==> src/lrusd_pkg.sv <==
// ----------------------------------------------------------------------------
// lrusd_pkg
// Shared constants for the LRU stack distance tracker.
// ----------------------------------------------------------------------------
`default_nettype none

package lrusd_pkg;

    localparam int MAX_FRAMES_DEF = 64;
    localparam int PAGE_BITS_DEF  = 32;

    localparam int PAGE_IN_W  = 32;
    localparam int FRAMES_W   = 7;
    localparam int DEPTH_W    = 6;
    localparam int DEPTH_MAX  = 63;
    localparam int CAP_RESET  = 64;

endpackage

`default_nettype wire

==> src/lru_stack_distance_tracker_core.sv <==
// ----------------------------------------------------------------------------
// lru_stack_distance_tracker_core
// Recency stack built from a row of compare cells; reports hit and depth.
// ----------------------------------------------------------------------------
// Operation: on accept, the per-cell match vector is registered and the
//   item becomes pending (busy); while pending, the first match is resolved,
//   the row shifts and the result strobe (done) is registered. No new item is taken while busy.
// Reset: occupancy clears, capacity returns to 64 (clamped to MAX_FRAMES);
//   cell contents stay undefined until written. The receiver cannot stall.
`default_nettype none

module lru_stack_distance_tracker_core
    import lrusd_pkg::*;
#(
    parameter int MAX_FRAMES = MAX_FRAMES_DEF,
    parameter int PAGE_BITS  = PAGE_BITS_DEF
) (
    input  wire logic                 clk,
    input  wire logic                 rst_n,
    input  wire logic                 start,
    output logic                      busy,
    input  wire logic [PAGE_IN_W-1:0] page_number,
    input  wire logic                 cfg_we,
    input  wire logic [FRAMES_W-1:0]  cfg_wdata,
    output logic                      done,
    output logic                      hit,
    output logic [DEPTH_W-1:0]        depth
);

    localparam int CW = $clog2(MAX_FRAMES + 1);
    localparam int FW = (CW > FRAMES_W) ? CW : FRAMES_W;
    localparam int KW = (PAGE_BITS > PAGE_IN_W) ? PAGE_BITS : PAGE_IN_W;
    localparam int DW = $clog2(MAX_FRAMES);
    localparam int WW = (DW > DEPTH_W) ? DW : DEPTH_W;
    localparam int CAP_RST = (CAP_RESET < MAX_FRAMES) ? CAP_RESET : MAX_FRAMES;

    logic                  pend_reg,  pend_next;
    logic [PAGE_BITS-1:0]  key_reg,   key_next;
    logic [MAX_FRAMES-1:0] match_reg, match_next;
    logic                  done_reg,  done_next;
    logic                  hit_reg,   hit_next;
    logic [DEPTH_W-1:0]    depth_reg, depth_next;
    logic [CW-1:0]         occ_reg,   occ_next;
    logic [CW-1:0]         cap_reg,   cap_next;

    logic                  accept;
    logic [KW-1:0]         key_ext;
    logic [PAGE_BITS-1:0]  key;
    logic [PAGE_BITS-1:0]  q     [MAX_FRAMES];
    logic [MAX_FRAMES-1:0] cmp;
    logic [MAX_FRAMES-1:0] prefix;
    logic [MAX_FRAMES-1:0] first;
    logic [MAX_FRAMES-1:0] shift_en;
    logic                  any_hit;
    logic [DW-1:0]         hit_idx;
    logic [WW-1:0]         hit_idx_w;
    logic [FW-1:0]         frames_ext;
    logic [FW-1:0]         cap_wide;
    logic [CW-1:0]         cap_new;

    assign accept  = start && !pend_reg;
    assign key_ext = KW'(page_number);
    assign key     = key_ext[PAGE_BITS-1:0];

    // Row of cells
    genvar g;
    generate
        for (g = 0; g < MAX_FRAMES; g++)
        begin : g_cell
            logic [PAGE_BITS-1:0] d_in;
            if (g == 0)
            begin : g_head
                assign d_in = key_reg;
            end
            else
            begin : g_body
                assign d_in = q[g-1];
            end
            lrusd_cell #(
                .PAGE_BITS(PAGE_BITS)
            ) u_cell (
                .clk   (clk),
                .en    (shift_en[g]),
                .d_in  (d_in),
                .key   (key),
                .q     (q[g]),
                .match (cmp[g])
            );
        end
    endgenerate

    // Match resolution and shift enables
    always_comb
    begin
        for (int i = 0; i < MAX_FRAMES; i++)
        begin
            prefix[i]   = |(match_reg & ((MAX_FRAMES'(1) << i) - MAX_FRAMES'(1)));
            first[i]    = match_reg[i] && !prefix[i];
            shift_en[i] = pend_reg && !prefix[i]
                          && (CW'(i) <= occ_reg) && (CW'(i) < cap_reg);
        end
    end

    always_comb
    begin
        hit_idx = '0;
        for (int i = 0; i < MAX_FRAMES; i++)
        begin
            hit_idx = hit_idx | (first[i] ? DW'(i) : DW'(0));
        end
    end

    assign any_hit   = |match_reg;
    assign hit_idx_w = WW'(hit_idx);

    // Capacity from the written register value
    always_comb
    begin
        frames_ext = FW'(cfg_wdata);
        if (frames_ext == '0)
        begin
            cap_wide = FW'(1);
        end
        else if (frames_ext > FW'(MAX_FRAMES))
        begin
            cap_wide = FW'(MAX_FRAMES);
        end
        else
        begin
            cap_wide = frames_ext;
        end
        cap_new = CW'(cap_wide);
    end

    always_comb
    begin
        pend_next  = pend_reg;
        key_next   = key_reg;
        match_next = match_reg;
        done_next  = 1'b0;
        hit_next   = hit_reg;
        depth_next = depth_reg;
        occ_next   = occ_reg;
        cap_next   = cap_reg;

        if (accept)
        begin
            pend_next = 1'b1;
            key_next  = key;
            for (int i = 0; i < MAX_FRAMES; i++)
            begin
                match_next[i] = cmp[i] && (CW'(i) < occ_reg);
            end
        end

        if (pend_reg)
        begin
            pend_next = 1'b0;
            done_next = 1'b1;
            hit_next  = any_hit;
            if (hit_idx_w > WW'(DEPTH_MAX))
            begin
                depth_next = DEPTH_W'(DEPTH_MAX);
            end
            else
            begin
                depth_next = hit_idx_w[DEPTH_W-1:0];
            end
            if (!any_hit && (occ_reg < cap_reg))
            begin
                occ_next = occ_reg + CW'(1);
            end
        end

        if (cfg_we)
        begin
            cap_next = cap_new;
            if (occ_reg > cap_new)
            begin
                occ_next = cap_new;
            end
        end
    end

    always_ff @(posedge clk or negedge rst_n)
    begin
        if (!rst_n)
        begin
            pend_reg <= 1'b0;
            done_reg <= 1'b0;
            occ_reg  <= '0;
            cap_reg  <= CW'(CAP_RST);
        end
        else
        begin
            pend_reg <= pend_next;
            done_reg <= done_next;
            occ_reg  <= occ_next;
            cap_reg  <= cap_next;
        end
    end

    always_ff @(posedge clk)
    begin
        key_reg   <= key_next;
        match_reg <= match_next;
        hit_reg   <= hit_next;
        depth_reg <= depth_next;
    end

    assign busy  = pend_reg;
    assign done  = done_reg;
    assign hit   = hit_reg;
    assign depth = depth_reg;

endmodule

`default_nettype wire

==> src/lrusd_cell.sv <==
// ----------------------------------------------------------------------------
// lrusd_cell
// One slot of the recency stack: holds a page, loads from its MRU-side
// neighbor when enabled, and compares its page with the lookup key.
// ----------------------------------------------------------------------------
`default_nettype none

module lrusd_cell #(
    parameter int PAGE_BITS = 32
) (
    input  wire logic                 clk,
    input  wire logic                 en,
    input  wire logic [PAGE_BITS-1:0] d_in,
    input  wire logic [PAGE_BITS-1:0] key,
    output logic      [PAGE_BITS-1:0] q,
    output logic                      match
);

    logic [PAGE_BITS-1:0] page_reg;
    logic [PAGE_BITS-1:0] page_next;

    always_comb
    begin
        page_next = en ? d_in : page_reg;
    end

    always_ff @(posedge clk)
    begin
        page_reg <= page_next;
    end

    assign q     = page_reg;
    assign match = (page_reg == key);

endmodule

`default_nettype wire

==> config.mk <==
export PLATFORM = sky130hd
export DESIGN_NAME = lru_stack_distance_tracker_core
export DESIGN_NICKNAME = d
export VERILOG_FILES = /design/src/lrusd_pkg.sv /design/src/lru_stack_distance_tracker_core.sv /design/src/lrusd_cell.sv
export SDC_FILE = /design/constraint.sdc
export NUM_CORES = 2
export LEC_CHECK = 0
export BUFFER_PORTS_ARGS = -buffer_cell sky130_fd_sc_hd__buf_2
export CORE_MARGIN = 5
export CORE_UTILIZATION = 51
export DETAILED_ROUTE_END_ITERATION = 10
export GPL_TIMING_DRIVEN = 0
export PLACE_DENSITY_LB_ADDON = 0.15
export REMOVE_ABC_BUFFERS = 1
export SLEW_MARGIN = 10
export SYNTH_ARGS = -nofsm -noshare
export SYNTH_HDL_FRONTEND = slang
export SYNTH_HIERARCHICAL = 1
export SYNTH_SLANG_ARGS = --single-unit
==> constraint.sdc <==
create_clock -name clk -period 10.85 [get_ports clk]
set_input_delay 2.17 -clock clk [delete_from_list [all_inputs] [get_ports clk]]
set_output_delay 2.17 -clock clk [all_outputs]
set_load 0.01 [all_outputs]
### After elaboration in Yosys (flattened, before gate mapping)

Index checks and enable logic that the tools add are counted.

| word-level totals | value |
|---|---|
| output and inout port bits | 9 |
| word-level logic and storage cells | 916 |
| flip-flop bits (word level) | 2167 |

| cells by class | value |
|---|---|
| $lt $le $gt $ge | 196 |
| eq/ne operators | 64 |
| $add $sub $neg | 1 |
| mux-type cells | 72 |
| reductions and logical operators | 449 |
| bitwise gates (word level) | 62 |

Operators by type and width:

| cell | number |
|---|---|
| $eq A32 B32 Y1 | 64 |
| $lt A6 B7 Y1 const A | 64 |
| $logic_and A1 B1 Y1 | 320 |
| $le A6 B7 Y1 const A | 32 |
| $lt A5 B7 Y1 const A | 32 |
| $mux W6 | 32 |
| $or A6 B6 Y6 | 31 |
| $le A5 B7 Y1 const A | 16 |
| $lt A4 B7 Y1 const A | 16 |
| $mux W5 | 16 |
| $or A5 B5 Y5 | 15 |
| $logic_not A1 Y1 | 65 |
| $reduce_or A64 Y1 | 1 |
| $reduce_or A63 Y1 | 1 |
| $reduce_or A62 Y1 | 1 |
| $reduce_or A61 Y1 | 1 |
| $reduce_or A60 Y1 | 1 |
| $reduce_or A59 Y1 | 1 |
| $reduce_or A58 Y1 | 1 |
| $reduce_or A57 Y1 | 1 |
| $le A4 B7 Y1 const A | 8 |
| $lt A3 B7 Y1 const A | 8 |
| $reduce_or A56 Y1 | 1 |
| $reduce_or A55 Y1 | 1 |
| other kinds (77) | 115 |

### Logic depth before layout (Yosys ltp)

| logic depth | value |
|---|---|
| word-level depth | 67 |
| mapped depth | 10 |

### Hierarchy

Netlist, hierarchy kept.

By module, submodules not included:

| module | area each (um^2) | instances | cells an instance | sequential area each (um^2) |
|---|---|---|---|---|
| lrusd_cell | 1307.5 | 64 | 75 | 960.9 |
| lru_stack_distance_tracker_core | 7254.5 | 1 | 735 | 3494.6 |

### Worst setup path after synthesis

OpenSTA, ideal clock, no wires.

| path | value |
|---|---|
| path kind | reg-to-reg |
| start point | register match_reg[10] |
| end point | register g_cell[49].u_cell.page_reg[0], enable pin |
| setup time | 595 ps |
| period minus slack after synthesis | 8048 ps |
| stages on the path, launching flop included | 8 |
| arrival | 7453 ps |
| slack | 2802 ps |
| path through | edfxtp_1 -> or4_4 -> or4_4 -> or3_1 -> buf_6 -> nor2_4 -> nand3_2 -> a2111oi_0 |

| on the way | value |
|---|---|
| cells in the longest elaborated chain, start to end | 5 |

Ends and longest elaborated chain:

| element | RTL line | RTL |
|---|---|---|
| start, declared | lru_stack_distance_tracker_core.sv:39 | `logic [MAX_FRAMES-1:0] match_reg, match_next;` |
| start signal, assigned | lru_stack_distance_tracker_core.sv:206 | `match_reg <= match_next;` |
| $reduce_or A49 Y1 | lru_stack_distance_tracker_core.sv:97 | `prefix[i] = \|(match_reg & ((MAX_FRAMES'(1) << i) - MAX_FRAMES'(1)));` |
| $logic_not A1 Y1 | lru_stack_distance_tracker_core.sv:99 | `shift_en[i] = pend_reg && !prefix[i]` |
| $logic_and A1 B1 Y1 | lru_stack_distance_tracker_core.sv:99 |  |
| $logic_and A1 B1 Y1 (2 in a row) | lru_stack_distance_tracker_core.sv:100 | `&& (CW'(i) <= occ_reg) && (CW'(i) < cap_reg);` |
| net shift_en[49] | lru_stack_distance_tracker_core.sv:53 | `logic [MAX_FRAMES-1:0] shift_en;` |
| end signal, assigned | lrusd_cell.sv:29 | `page_reg <= page_next;` |
| end, declared | lrusd_cell.sv:19 | `logic [PAGE_BITS-1:0] page_reg;` |

The timed path passes the listed nets, and every way through them passes these cells.
A chain may end at the register's enable or synchronous reset.

### Final worst setup path

| path | value |
|---|---|
| start point | register match_reg[1] |
| end point | register g_cell[52].u_cell.page_reg[29], enable pin |

| on the way | value |
|---|---|
| cells in the longest elaborated chain, start to end | 5 |

Ends and longest elaborated chain:

| element | RTL line |
|---|---|
| $reduce_or A52 Y1 | lru_stack_distance_tracker_core.sv:97 |
| $logic_not A1 Y1 | lru_stack_distance_tracker_core.sv:99 |
| $logic_and A1 B1 Y1 | lru_stack_distance_tracker_core.sv:99 |
| $logic_and A1 B1 Y1 (2 in a row) | lru_stack_distance_tracker_core.sv:100 |
| net shift_en[52] | lru_stack_distance_tracker_core.sv:53 |
| end signal, assigned | lrusd_cell.sv:29 |
| end, declared | lrusd_cell.sv:19 |

The timed path passes the listed nets, and every way through them passes these cells.

==> results.py <==
metrics = {
    "critical_path": {
        "crit_family": "simple AND/OR/NAND/NOR gates",
        "end_kind": "flip-flop",
        "reg2reg_from": "match_reg[1]",
        "reg2reg_setup_slack_ps": 5370,
        "path_class": "reg2reg",
        "critPathLaunchType": "flip-flop",
        "cpMaxStageDelayCell": "a2111oi_2",
        "critical_path_buf_inv_count": 4,
        "cp_common_cell": "buf_2",
        "cp-startpoint": "match_reg[1]",
        "critPathMaxFanout": 10,
        "cp.arrival_ps": 6040,
        "crit_path_max_incr_delay_ps": 930,
        "worstPathCellList": "nor4_1, nand4_1, or3_1, nor2_4, nand3_2, a2111oi_2, buf_2, buf_2, buf_2, buf_2",
        "required_ps": 11410,
    },
    "route": {
        "vias": 47950,
        "antenna_left": 0,
        "dr.pass1.iters": 6,
        "drt-wirelength-per-cell_um": 24.61,
        "finalWirelength_mm": 210.1,
        "via_per_inst": 5.616,
        "drt_iter0_drc": 3846,
        "drcViolationCount": 0,
    },
    "clocking": {
        "postCtsHoldBufs": 0,
        "clk_pin_slew_ps": 60,
        "cts_root_buf": "clkbuf_16",
        "cts_buffers": 221,
        "cts_tree": "yes",
        "cts_setup_buffers": 0,
        "clk_latency_ps": 860,
        "clkSinkCount": 2167,
        "ctsResizeCount": 0,
        "cts_max_path_buffers": 3,
        "htreeDepth": 4,
    },
    "timing": {
        "relSlewSlack_pct": 17.24,
        "setup_tns_ps": 0,
        "rsz0062_at_grt": "false",
        "fin_skew_ps": 46.51,
        "timing.fmax_mhz": 182.3,
        "fin_crit_ps": 5484,
        "hold_viol": 0,
        "setup_violations": 0,
        "fin_crit_sh_pct": 50.54,
        "worst_pin_slew_ps": 1241,
        "whs_ps": 415.2,
        "fin_ws_ps": 5366,
        "maxSlewViolCount": 0,
    },
    "synth": {
        "synth_compound_area_share_pct": 1.570,
        "synth-xor-area-share_pct": 19.77,
        "yosysUniqueCellTypes": 74,
        "synthAdderAreaFrac_pct": 0.2339,
        "syn-instance-count": 5535,
        "yosysWarnings": 6,
        "yosysSeqAreaShare_pct": 71.47,
        "synth_top_family_by_area": "XOR/XNOR gates",
        "synth_area_leader_cell": "edfxtp_1",
        "synthMuxAreaShare_pct": 0.1225,
        "synth-simple-area-share_pct": 6.580,
        "mappedNetlistArea_um2": 90930,
        "synth_top_area_share_pct": 71.03,
        "syn_avg_cell_area_um2": 16.43,
        "synth-edff-count": 2151,
        "synth_top_flop_cell": "edfxtp_1",
        "synth.area.top_cells": "edfxtp_1 (71%), xor2_1 (20%), nor4_1 (3.6%), nand4_1 (0.96%), nor2_1 (0.47%)",
        "ys_ff_latch": 2167,
        "async_reset_ff_share_pct": 0.7383,
    },
    "placed_design": {
        "dp.cells": 8126,
        "placed_area_um2": 97250,
        "hpwl_mm": 152.8,
        "dp_slack_ps": 5573,
        "port_buffers": 51,
        "routabilityCongestion": 0.9611,
    },
    "layout": {
        "layout.cells.non_filler": 8538,
        "final_common_cell": "edfxtp_1",
        "final_nets": 6054,
        "stdcell_area_um2": 104100,
        "largest_reg_flops": 2048,
        "area_delta_synth_final_pct": 14.53,
        "drive_gt1_share_pct": 10.82,
        "utilization_pct": 58.56,
        "layout_common_cells": "edfxtp_1 (2151), xor2_1 (2050), nor4_1 (526)",
    },
    "pwr": {
        "pwr_density_cell_nw_per_um2": 171.5,
        "p_int_mw": 13.65,
        "p_sw_mw": 4.221,
        "switching_share_pct": 23.63,
        "ir_worst_vdd_uv": 160.4,
        "pwr-share-clk_pct": 40.4,
        "total_power_mw": 17.87,
        "power_frac_seq_pct": 52.2,
        "p_leak_nw": 34.88,
        "share_comb_of_total_power_pct": 7.4,
    },
    "floorplan": {
        "die_w_um": 432.3,
        "pin_count": 52,
        "core_area_um2": 177800,
        "die_y_um": 432.3,
        "die-area_um2": 186800,
        "initial_core_util_pct": 51.13,
        "row_count": 155,
    },
    "global_route": {
        "grt_pass1_wl_mm": 313.2,
        "antenna_found_initial": 12,
        "grt-busiest-layer": "met2",
        "track_usage_pct": 22.52,
        "grt_pass1_vias": 49010,
        "grt_max_degree": 45,
        "met3_usage_pct": 5.160,
        "gr-usage-met1_pct": 31.40,
        "grtUsageMet2_pct": 35.73,
        "overflow": 0,
    },
    "run_status": {
        "status": "finished clean",
    },
    "hold_path": {
        "hold_start": "g_cell[0].d_in[8]",
        "hold_class": "reg2reg",
    },
    "job": {
        "maxCapViolations": 0,
    },
}
-- layer usage --
layer,part of all wire [%],up-vias
li1,-,21840
met1,44,24280
met2,46,1458
met3,7.3,366
met4,2.7,0
met5,0,-
-- layout make-up --
cell class                 count  area [um^2]
antenna                        1        2.502
clock buffer                 268         5728
clock inverter               143         1162
fill                       13480        73690
inverter                      27        101.3
multi-input combinational   3310        26300
sequential                  2167        64990
tap                         2355         2947
timing repair buffer         267         2912
-- power groups by stage --
stage | registers, mW | logic (mW) | clock network (mW)
3_3_place_gp | 9.49 | 1.15 | 0
4_1_cts | 9.31 | 1.31 | 7.39
5_1_grt | 9.31 | 1.41 | 7.74
6_report | 9.32 | 1.33 | 7.22
2_1_floorplan | 9.42 | 0.618 | 0
3_5_place_dp | 9.48 | 1.30 | 0
-- cells by family after synthesis --
family / Yosys count
AOI/OAI and AO/OA: 204
xor gates and xnor gates: 2053
adders and majority gates: 17
buffers and inverters: 58
DFF: 2167
muxes: 11
and+or+nand+nor: 1025
-- path summary, 6_finish.rpt --
path,endpoint,cells past startpoint
max,g_cell[52].u_cell/q[29],10
min,g_cell[0].u_cell/q[8],0
max reg2reg,g_cell[52].u_cell/q[29],10
min reg2reg,g_cell[0].u_cell/q[8],0
max in group asynchronous,cap_reg[6],1
min in group asynchronous,done,1
-- synth_stat cells (4+ instances only) --
cell type and number:
edfxtp_1 2151, xor2_1 2050, nor4_1 529, nand4_1 140, nor2_1 113, nand2_1 72, a21oi_1 53, nor3_1 37
clkbuf_1 29, o21ai_0 29, nor2b_1 25, inv_1 23, and2_1 19, nand3_1 19, a2111oi_0 18, ha_1 17
a21boi_0 15, dfrtp_1 15, a31oi_1 14, or3_1 14, a221oi_1 11, mux2i_1 10, o21a_1 9, a211oi_1 8
or2_2 8, and3_1 7, or4_1 7, nand2b_1 6, nor3b_1 6, nand3b_1 5, a2111oi_2 4, a41oi_1 4
nor4b_1 4
Note: power is estimated with default switching activity, not from simulation.
